File: config.mk
export PLATFORM = sky130hd
export DESIGN_NAME = hamming_sec_codec
export DESIGN_NICKNAME = d
export VERILOG_FILES = /design/src/design/hsc_pkg.sv /design/src/design/hamming_sec_codec.sv /design/src/design/hsc_cfg.sv /design/src/design/hsc_codec.sv
export SDC_FILE = /design/constraint.sdc
export NUM_CORES = 1
export LEC_CHECK = 0
export BUFFER_PORTS_ARGS = -buffer_cell sky130_fd_sc_hd__buf_4
export CAP_MARGIN = 20
export CORE_MARGIN = 2
export CORE_UTILIZATION = 45
export DETAILED_ROUTE_END_ITERATION = 6
export GPL_TIMING_DRIVEN = 1
export PLACE_DENSITY = 0.64
export SLEW_MARGIN = 20
export SYNTH_ARGS = -nofsm -noshare
export SYNTH_HDL_FRONTEND = slang
export SYNTH_SLANG_ARGS = --single-unit
File: constraint.sdc
create_clock -name clk -period 7 [get_ports clk]
set_input_delay 0.35 -clock clk [delete_from_list [all_inputs] [get_ports clk]]
set_output_delay 0.35 -clock clk [all_outputs]
set_load 0.005 [all_outputs]
File: src/design/hsc_pkg.sv
// Shared types, constants and bit-mapping functions for the Hamming SEC codec.
// No dependencies; imported by every module of the codec.

package hsc_pkg;

    // Field widths of the data path.
    localparam int WORD_W = 63;
    localparam int SYN_W = 6;
    localparam int KCFG_W = 6;

    // Default and reset value for the number of data bits per block.
    localparam int MAX_DATA_BITS_DEF = 57;
    localparam int DATA_BITS_RESET = 57;

    // Request codes carried on req_type.
    localparam logic REQ_ENCODE = 1'b0;
    localparam logic REQ_DECODE = 1'b1;

    // Active block geometry: data bits k and code length n.
    typedef struct packed {
        logic [KCFG_W-1:0] k_bits;
        logic [SYN_W-1:0]  code_len;
    } hsc_cfg_t;

    // One finished result beat.
    typedef struct packed {
        logic [WORD_W-1:0] word;
        logic [SYN_W-1:0]  syndrome;
        logic              corrected;
        logic              uncorrectable;
    } hsc_result_t;

    // Code length n = k + r, with r the smallest count such that 2^r >= k + r + 1.
    function automatic logic [SYN_W-1:0] code_len(input logic [KCFG_W-1:0] k);
        logic [7:0] r;
        logic       found;
        r = '0;
        found = 1'b0;
        for (int i = 0; i <= SYN_W; i++) begin
            if (!found && ((8'd1 << i) >= (8'(k) + 8'(i) + 8'd1))) begin
                r = 8'(i);
                found = 1'b1;
            end
        end
        return SYN_W'(8'(k) + r);
    endfunction

    // Mask with the low len bits set.
    function automatic logic [WORD_W-1:0] low_mask(input logic [SYN_W-1:0] len);
        logic [WORD_W:0] m;
        m = ((WORD_W+1)'(1) << len) - (WORD_W+1)'(1);
        return m[WORD_W-1:0];
    endfunction

    // Place data bits, LSB first, at the non-power-of-two code positions.
    function automatic logic [WORD_W-1:0] spread_data(input logic [WORD_W-1:0] data);
        logic [WORD_W-1:0] cw;
        int                d;
        cw = '0;
        d = 0;
        for (int p = 1; p <= WORD_W; p++) begin
            if ((p & (p - 1)) != 0) begin
                cw[p-1] = data[d];
                d++;
            end
        end
        return cw;
    endfunction

    // Pull the data bits back out of the non-power-of-two code positions.
    function automatic logic [WORD_W-1:0] gather_data(input logic [WORD_W-1:0] cw);
        logic [WORD_W-1:0] data;
        int                d;
        data = '0;
        d = 0;
        for (int p = 1; p <= WORD_W; p++) begin
            if ((p & (p - 1)) != 0) begin
                data[d] = cw[p-1];
                d++;
            end
        end
        return data;
    endfunction

    // XOR of the positions of all set bits: bit i is the parity over positions with bit i set.
    function automatic logic [SYN_W-1:0] syndrome_of(input logic [WORD_W-1:0] w);
        logic [SYN_W-1:0] s;
        s = '0;
        for (int p = 1; p <= WORD_W; p++) begin
            if (w[p-1]) begin
                s = s ^ SYN_W'(p);
            end
        end
        return s;
    endfunction

endpackage

File: src/design/hamming_sec_codec.sv
// Top level of the Hamming SEC codec: input register, codec logic, result register.
// Depends on hsc_pkg, hsc_cfg and hsc_codec.
//
//   Channel  Direction  Handshake             Payload
//   cfg      in         cfg_wr_en             cfg_wr_data (data bits per block)
//   in       in         in_valid / in_stall   req_type, word_in
//   out      out        out_valid / out_stall word_out, syndrome, corrected, uncorrectable
//
// A beat in the input register moves to the result register once that register is free,
// and its result is then offered on the out channel. The two registers form a pipeline
// that takes one beat per cycle while the result channel is not stalled.
// Reset clears both valid flags and loads 57 data bits (clamped to MAX_DATA_BITS).
// A stalled result holds; the input register keeps taking beats while it is free,
// so in_stall rises only when both registers are full and out_stall is high.

module hamming_sec_codec
    import hsc_pkg::*;
#(
    parameter int MAX_DATA_BITS = MAX_DATA_BITS_DEF
)
(
    input  logic              clk,
    input  logic              rst_n,
    input  logic              cfg_wr_en,
    input  logic [KCFG_W-1:0] cfg_wr_data,
    input  logic              in_valid,
    output logic              in_stall,
    input  logic              req_type,
    input  logic [WORD_W-1:0] word_in,
    output logic              out_valid,
    input  logic              out_stall,
    output logic [WORD_W-1:0] word_out,
    output logic [SYN_W-1:0]  syndrome,
    output logic              corrected,
    output logic              uncorrectable
);

    hsc_cfg_t          cfg;
    hsc_result_t       result;
    logic              s1_valid_reg;
    logic              s1_valid_next;
    logic              s1_req_reg;
    logic [WORD_W-1:0] s1_word_reg;
    logic              out_valid_reg;
    logic              out_valid_next;
    hsc_result_t       out_reg;
    logic              s1_adv;
    logic              s2_adv;

    // Block-size register.
    hsc_cfg #(
        .MAX_DATA_BITS (MAX_DATA_BITS)
    ) u_cfg (
        .clk     (clk),
        .rst_n   (rst_n),
        .wr_en   (cfg_wr_en),
        .wr_data (cfg_wr_data),
        .cfg     (cfg)
    );

    // Encode or decode the beat held in the input register.
    hsc_codec u_codec (
        .req_type (s1_req_reg),
        .word     (s1_word_reg),
        .cfg      (cfg),
        .result   (result)
    );

    // Each stage moves on when the stage after it is empty or being drained.
    always_comb
    begin
        s2_adv = !out_valid_reg || !out_stall;
        s1_adv = !s1_valid_reg || s2_adv;
        s1_valid_next = s1_adv ? in_valid : s1_valid_reg;
        out_valid_next = s2_adv ? s1_valid_reg : out_valid_reg;
    end

    assign in_stall = !s1_adv;

    // Valid flags.
    always_ff @(posedge clk or negedge rst_n)
    begin
        if (!rst_n)
        begin
            s1_valid_reg <= 1'b0;
            out_valid_reg <= 1'b0;
        end
        else
        begin
            s1_valid_reg <= s1_valid_next;
            out_valid_reg <= out_valid_next;
        end
    end

    // Input register payload.
    always_ff @(posedge clk)
    begin
        if (in_valid && s1_adv)
        begin
            s1_req_reg <= req_type;
            s1_word_reg <= word_in;
        end
    end

    // Result register payload.
    always_ff @(posedge clk)
    begin
        if (s1_valid_reg && s2_adv)
        begin
            out_reg <= result;
        end
    end

    assign out_valid = out_valid_reg;
    assign word_out = out_reg.word;
    assign syndrome = out_reg.syndrome;
    assign corrected = out_reg.corrected;
    assign uncorrectable = out_reg.uncorrectable;

    // A beat in the input register always lands in the result register when it is free.
    a_s1_moves: assert property (@(posedge clk) disable iff (!rst_n)
        s1_valid_reg && s2_adv |=> out_valid_reg)
        else $error("input register beat was not moved to the result register");

    // Correction and uncorrectable flags exclude each other.
    a_flags_excl: assert property (@(posedge clk) disable iff (!rst_n)
        out_valid_reg |-> !(corrected && uncorrectable))
        else $error("corrected and uncorrectable both set");

    // Any flag requires a nonzero syndrome.
    a_flag_syn: assert property (@(posedge clk) disable iff (!rst_n)
        out_valid_reg && (corrected || uncorrectable) |-> (syndrome != '0))
        else $error("error flag set with zero syndrome");

    // The block always holds at least one data bit and two parity bits.
    a_len_range: assert property (@(posedge clk) disable iff (!rst_n)
        (cfg.code_len >= SYN_W'(3)) && (cfg.k_bits != '0))
        else $error("block geometry out of range");

endmodule

File: src/design/hsc_cfg.sv
// Block-size register of the Hamming SEC codec: clamps the written data-bit count
// and keeps the matching code length. Depends on hsc_pkg.

module hsc_cfg
    import hsc_pkg::*;
#(
    parameter int MAX_DATA_BITS = MAX_DATA_BITS_DEF
)
(
    input  logic              clk,
    input  logic              rst_n,
    input  logic              wr_en,
    input  logic [KCFG_W-1:0] wr_data,
    output hsc_cfg_t          cfg
);

    // Zero acts as one data bit, and anything above the maximum acts as the maximum.
    function automatic logic [KCFG_W-1:0] clamp_bits(input logic [KCFG_W-1:0] v);
        logic [KCFG_W-1:0] k;
        k = v;
        if (k == '0) begin
            k = KCFG_W'(1);
        end
        if (k > KCFG_W'(MAX_DATA_BITS)) begin
            k = KCFG_W'(MAX_DATA_BITS);
        end
        return k;
    endfunction

    localparam logic [KCFG_W-1:0] RESET_BITS = clamp_bits(KCFG_W'(DATA_BITS_RESET));

    logic [KCFG_W-1:0] k_bits_reg;
    logic [KCFG_W-1:0] k_bits_next;
    logic [SYN_W-1:0]  code_len_reg;
    logic [SYN_W-1:0]  code_len_next;

    // Next block geometry from the written value.
    always_comb
    begin
        k_bits_next = clamp_bits(wr_data);
        code_len_next = code_len(k_bits_next);
    end

    // Register write; the code length is derived once here, off the data path.
    always_ff @(posedge clk or negedge rst_n)
    begin
        if (!rst_n)
        begin
            k_bits_reg <= RESET_BITS;
            code_len_reg <= code_len(RESET_BITS);
        end
        else if (wr_en)
        begin
            k_bits_reg <= k_bits_next;
            code_len_reg <= code_len_next;
        end
    end

    assign cfg.k_bits = k_bits_reg;
    assign cfg.code_len = code_len_reg;

endmodule

File: src/design/hsc_codec.sv
// Combinational encode and decode-and-correct logic for one beat.
// Depends on hsc_pkg for the bit-mapping and syndrome functions.

module hsc_codec
    import hsc_pkg::*;
(
    input  logic              req_type,
    input  logic [WORD_W-1:0] word,
    input  hsc_cfg_t          cfg,
    output hsc_result_t       result
);

    logic [WORD_W-1:0] enc_cw;
    logic [SYN_W-1:0]  enc_par;
    logic [WORD_W-1:0] dec_w;
    logic [WORD_W-1:0] dec_cw;
    logic [SYN_W-1:0]  dec_syn;
    logic              dec_nonzero;
    logic              dec_in_block;

    // Encode: spread the k data bits, then drop each parity bit at its power-of-two slot.
    always_comb
    begin
        enc_cw = spread_data(word & low_mask(cfg.k_bits));
        enc_par = syndrome_of(enc_cw);
        for (int i = 0; i < SYN_W; i++) begin
            enc_cw[(1 << i) - 1] = enc_par[i];
        end
    end

    // Decode: syndrome over the n code bits, flip the named bit if it lies in the block.
    always_comb
    begin
        dec_w = word & low_mask(cfg.code_len);
        dec_syn = syndrome_of(dec_w);
        dec_nonzero = (dec_syn != '0);
        dec_in_block = dec_nonzero && (dec_syn <= cfg.code_len);
        dec_cw = dec_w;
        if (dec_in_block) begin
            dec_cw = dec_w ^ (WORD_W'(1) << (dec_syn - SYN_W'(1)));
        end
    end

    // Select the result for the request type.
    always_comb
    begin
        if (req_type == REQ_DECODE)
        begin
            result.word = gather_data(dec_cw);
            result.syndrome = dec_syn;
            result.corrected = dec_in_block;
            result.uncorrectable = dec_nonzero && !dec_in_block;
        end
        else
        begin
            result.word = enc_cw;
            result.syndrome = '0;
            result.corrected = 1'b0;
            result.uncorrectable = 1'b0;
        end
    end

endmodule

==> impl_metrics.py <==
metrics = {
    "floorplanning": {
        "die_w_um": 175,
        "die_area_um2": 30500,
        "die_h_um": 175,
        "initial_utilization_pct": 45.6,
        "core_area_um2": 28700,
        "rows": 62,
        "ioPinCount": 148,
    },
    "sta": {
        "max_freq_ghz": 0.155,
        "worst_pin_slew_ns": 1.07,
        "slew_headroom_pct": 28.1,
        "setup_viol": 0,
        "rsz0062_at_grt": "no",
        "slew_violations": 0,
        "setup_ws_ns": 0.542,
        "fin_worst_skew_ns": 0.0106,
        "final.setup.tns_ns": 0,
        "hold_viol_final": 0,
        "whs_ns": 0.0656,
        "fin_crit_sh_pct": 92.3,
        "fin_crit_ns": 6.46,
    },
    "grt": {
        "grt_overflow": 0,
        "track_usage_pct": 32.6,
        "grt_antenna_before_repair": 1,
        "grt_max_degree": 78,
        "grt_pass1_vias": 11100,
        "grt_pass1_wl_mm": 72.5,
    },
    "synthesis": {
        "synth-seq-cells": 149,
        "postSynthCellCount": 1433,
        "synth_xor_area_share_pct": 20.3,
        "async_reset_ff_share_pct": 9.40,
        "synthSimpleGateAreaFrac_pct": 18.7,
        "synth_top_cell_area_share_pct": 31.0,
        "synth_cell_type_count": 100,
        "synth_nets": 1536,
        "synth_adder_area_share_pct": 2.96,
        "synth_top_family_by_area": "XOR/XNOR gates",
        "synth_edf_count": 135,
        "syn_area_per_cell_um2": 9.14,
        "synth_warnings": 0,
        "synth_area_leaders": "edfxtp_1 31%, xnor2_1 12%, xor2_1 4.8%",
        "synth_compound_area_share_pct": 16.7,
        "syn_area_um2": 13100,
        "synth_mux_area_share_pct": 3.08,
        "ys_seq_area_share_pct": 33.7,
        "synth_top_cell_by_area": "edfxtp_1",
        "synthFlopType": "edfxtp_1",
    },
    "cts": {
        "cts_sinks": 149,
        "h-tree-depth": 4,
        "clockBufferDepth": 2,
        "cts_tree": "yes",
        "path_clk_slew_ns": 0.07,
        "cts_resized": 0,
        "insertion_delay_ns": 0.46,
        "root_buffer": "clkbuf_16",
        "cts_made_buffers": 17,
    },
    "setup_path": {
        "worstPathArrival_ns": 6.61,
        "r2r-start": "u_cfg.code_len_reg[4]",
        "cp.required_ns": 7.15,
        "max_stage_delay_ns": 0.78,
        "cp-startpoint": "u_cfg.code_len_reg[4]",
        "path_cells": "nor3_1 > nand2_1 > ha_1 > or3b_2 > o21ai_0 > o21ai_1 > xnor2_1 > xnor2_1 > xnor3_1 > xnor3_2 > xor2_4 > ha_1 > o21ai_0 > nand2b_1 > a21oi_1 > nor2b_1 > o21ai_0 > a32oi_1 > inv_1 > nand3_1 > or2_2 > nor2_1 > xor2_1 > mux2i_1",
        "r2r-end": "word_out[44]",
        "rrSetupSlack_ns": 0.54,
        "crit_top_cell": "o21ai_0",
        "rr_worst_depth": 24,
        "slowest_stage": "dfstp_2",
        "end_kind": "flip-flop",
        "cp-start-kind": "flip-flop",
        "path_class": "reg2reg",
        "critPathMaxFanout": 20,
    },
    "power_and_ir_drop": {
        "p_seq_share_pct": 15.9,
        "power.share.switching_pct": 51.3,
        "vdd_ir_drop_max_uv": 517,
        "leakage_nw": 5.73,
        "p_per_area_nw_per_um2": 585,
        "clock_power_share_pct": 9.9,
        "combinationalPowerShare_pct": 74.2,
        "power.internal_mw": 4.29,
        "switchingPower_mw": 4.52,
    },
    "route": {
        "ant_nets": 0,
        "vias_per_cell": 6.06,
        "wire_per_inst_um": 25.5,
        "drt_wl_total_mm": 49.7,
        "vias": 11800,
        "drt_pass1_iterations": 5,
        "drcViolationCount": 0,
        "drt_iter0_markers": 1389,
    },
    "cells_and_area": {
        "drive_gt1_share_pct": 18.5,
        "antennaDiodeCount": 0,
        "fillCellCount": 2806,
        "finish.net_count": 1653,
        "syn2layout_area_growth_pct": 15.1,
    },
    "hold_path": {
        "hold_class": "in2reg",
        "worstHoldPathCells": 1,
        "hold_path_end": "s1_word_reg[43]",
        "hp-start": "word_in[43]",
    },
    "placement": {
        "dpl.hpwl_mm": 39.6,
        "post-place-ws_ns": 0.666,
        "port_buffers": 147,
        "place_congestion": 1.01,
    },
    "flow_run": {
        "maxCapViolations": 0,
    },
    "run_status": {
        "outcome": "completed",
    },
}
-- worst max-delay path: cells and delay by family (launching register included) --
kind | cells | cell delay [ns]
buf+inv | 1 | 0.16
compound gates | 6 | 0.98
fa+ha+maj | 2 | 0.54
simple gates | 8 | 1.58
xor+xnor | 6 | 1.98
flops | 1 | 0.78
mux | 1 | 0.16
-- cells by family (layout without fill, tap and decap cells) --
group | count (synthesis) | in the layout
DFF | 149 | 149
AOI/OAI and AO/OA | 334 | 334
muxes | 39 | 39
and+or+nand+nor | 487 | 487
buffers and inverters | 123 | 253
xor gates and xnor gates | 270 | 270
adders and majority gates | 31 | 31
-- cells in the final DEF (no fill, tap or decap), types with 5 or more instances in the layout --
cell / instances
o211ai_1: 21
a31oi_1: 16
mux2_2: 10
or2_2: 7
and3_1: 14
o211a_1: 7
o21ai_1: 13
nor2_1: 119
or3_1: 9
nand2_1: 143
inv_1: 28
nor2b_1: 20
nand2b_1: 23
xnor2_1: 179
a22oi_1: 5
nand3_1: 49
a32oi_1: 5
ha_1: 27
xor2_1: 71
dfstp_2: 10
edfxtp_1: 135
o31ai_1: 7
xnor3_1: 8
buf_4: 188
nor3b_1: 5
nor3_1: 27
o21ai_0: 88
o221ai_1: 5
o21a_1: 12
nand3b_1: 7
mux2i_1: 29
clkbuf_16: 17
a21oi_1: 86
a211o_1: 6
a21boi_0: 8
a21o_1: 9
and2_1: 17
nor4_1: 8
-- how the worst max path moves through the flow --
stage | endpoint | slack, ns
after floorplan | word_out[12] | 0.64
after global placement | word_out[44] | 0.74
after detailed placement | word_out[44] | 0.67
after CTS | word_out[44] | 0.65
after global routing | word_out[29] | 0.35
final | word_out[44] | 0.54
-- power groups by stage --
stage               Combinational (mW)  Sequential, mW  Clock (mW)
CTS                               6.45            1.40       0.882
global placement                  6.43            1.42           0
floorplan                         4.60            1.36           0
detailed placement                6.42            1.42           0
global route                      6.96            1.42       0.913
finish                            6.54            1.41       0.872
-- routing by layer --
layer  vias up  global-route usage (%)  routed length (um)
li1       5326                       -                   -
met1      5670                    43.8               20300
met2       666                    51.1               22100
met3       136                    6.41                4630
met4         2                    14.7                2680
met5         -                       0                   9
-- per-stage QoR --
stage                     power, mW  util, %  std cells  cell area (um2)
after global routing           9.30     52.5       1947            15100
after detailed placement       7.84     50.6       1914            14500
after CTS                      8.73     52.5       1947            15100
after global placement         7.84     50.6       1914            14500
after floorplan                5.96        -       1433            13100
final                          8.82     52.5       1947            15100
-- synth_stat cells (all sizes together) (5+ instances only) --
cell type and instances:
xnor3 11, inv 31, xnor2 182, nor2b 20, mux2i 29, ha 27
or3 9, a32oi 5, o21ai 102, and2 19, nand3 50, mux2 10
a21boi 12, edfxtp 135, xor2 73, o221ai 5, dfstp 10, o211ai 22
o211a 8, clkbuf 50, a211o 6, a22oi 5, nor3 29, nand3b 8
nor2 122, nor3b 6, nand2 146, o21a 12, a21oi 88, nand2b 23
a211oi 5, nor4 10, or2 9, and3 14, o31ai 8, a31oi 16
buf 41, a21o 9
-- area by class of cell --
class | instances | area (um2) | area share, %
repair buffers | 189 | 1420 | 9.43
well taps | 384 | 480 | 3.19
inverters | 32 | 123 | 0.813
clock inverters | 12 | 109 | 0.722
flip-flops and latches | 149 | 4420 | 29.3
multi-input cells | 1161 | 8090 | 53.6
clock buffers | 20 | 437 | 2.90
-- repair_timing --
| item | CTS | global route |
|---|---|---|
| hold buffers | 1 | 0 |
| setup buffers | 0 | 0 |
| hold endpoints to repair | 14 | 0 |
Power figures use the tool's default switching activity.
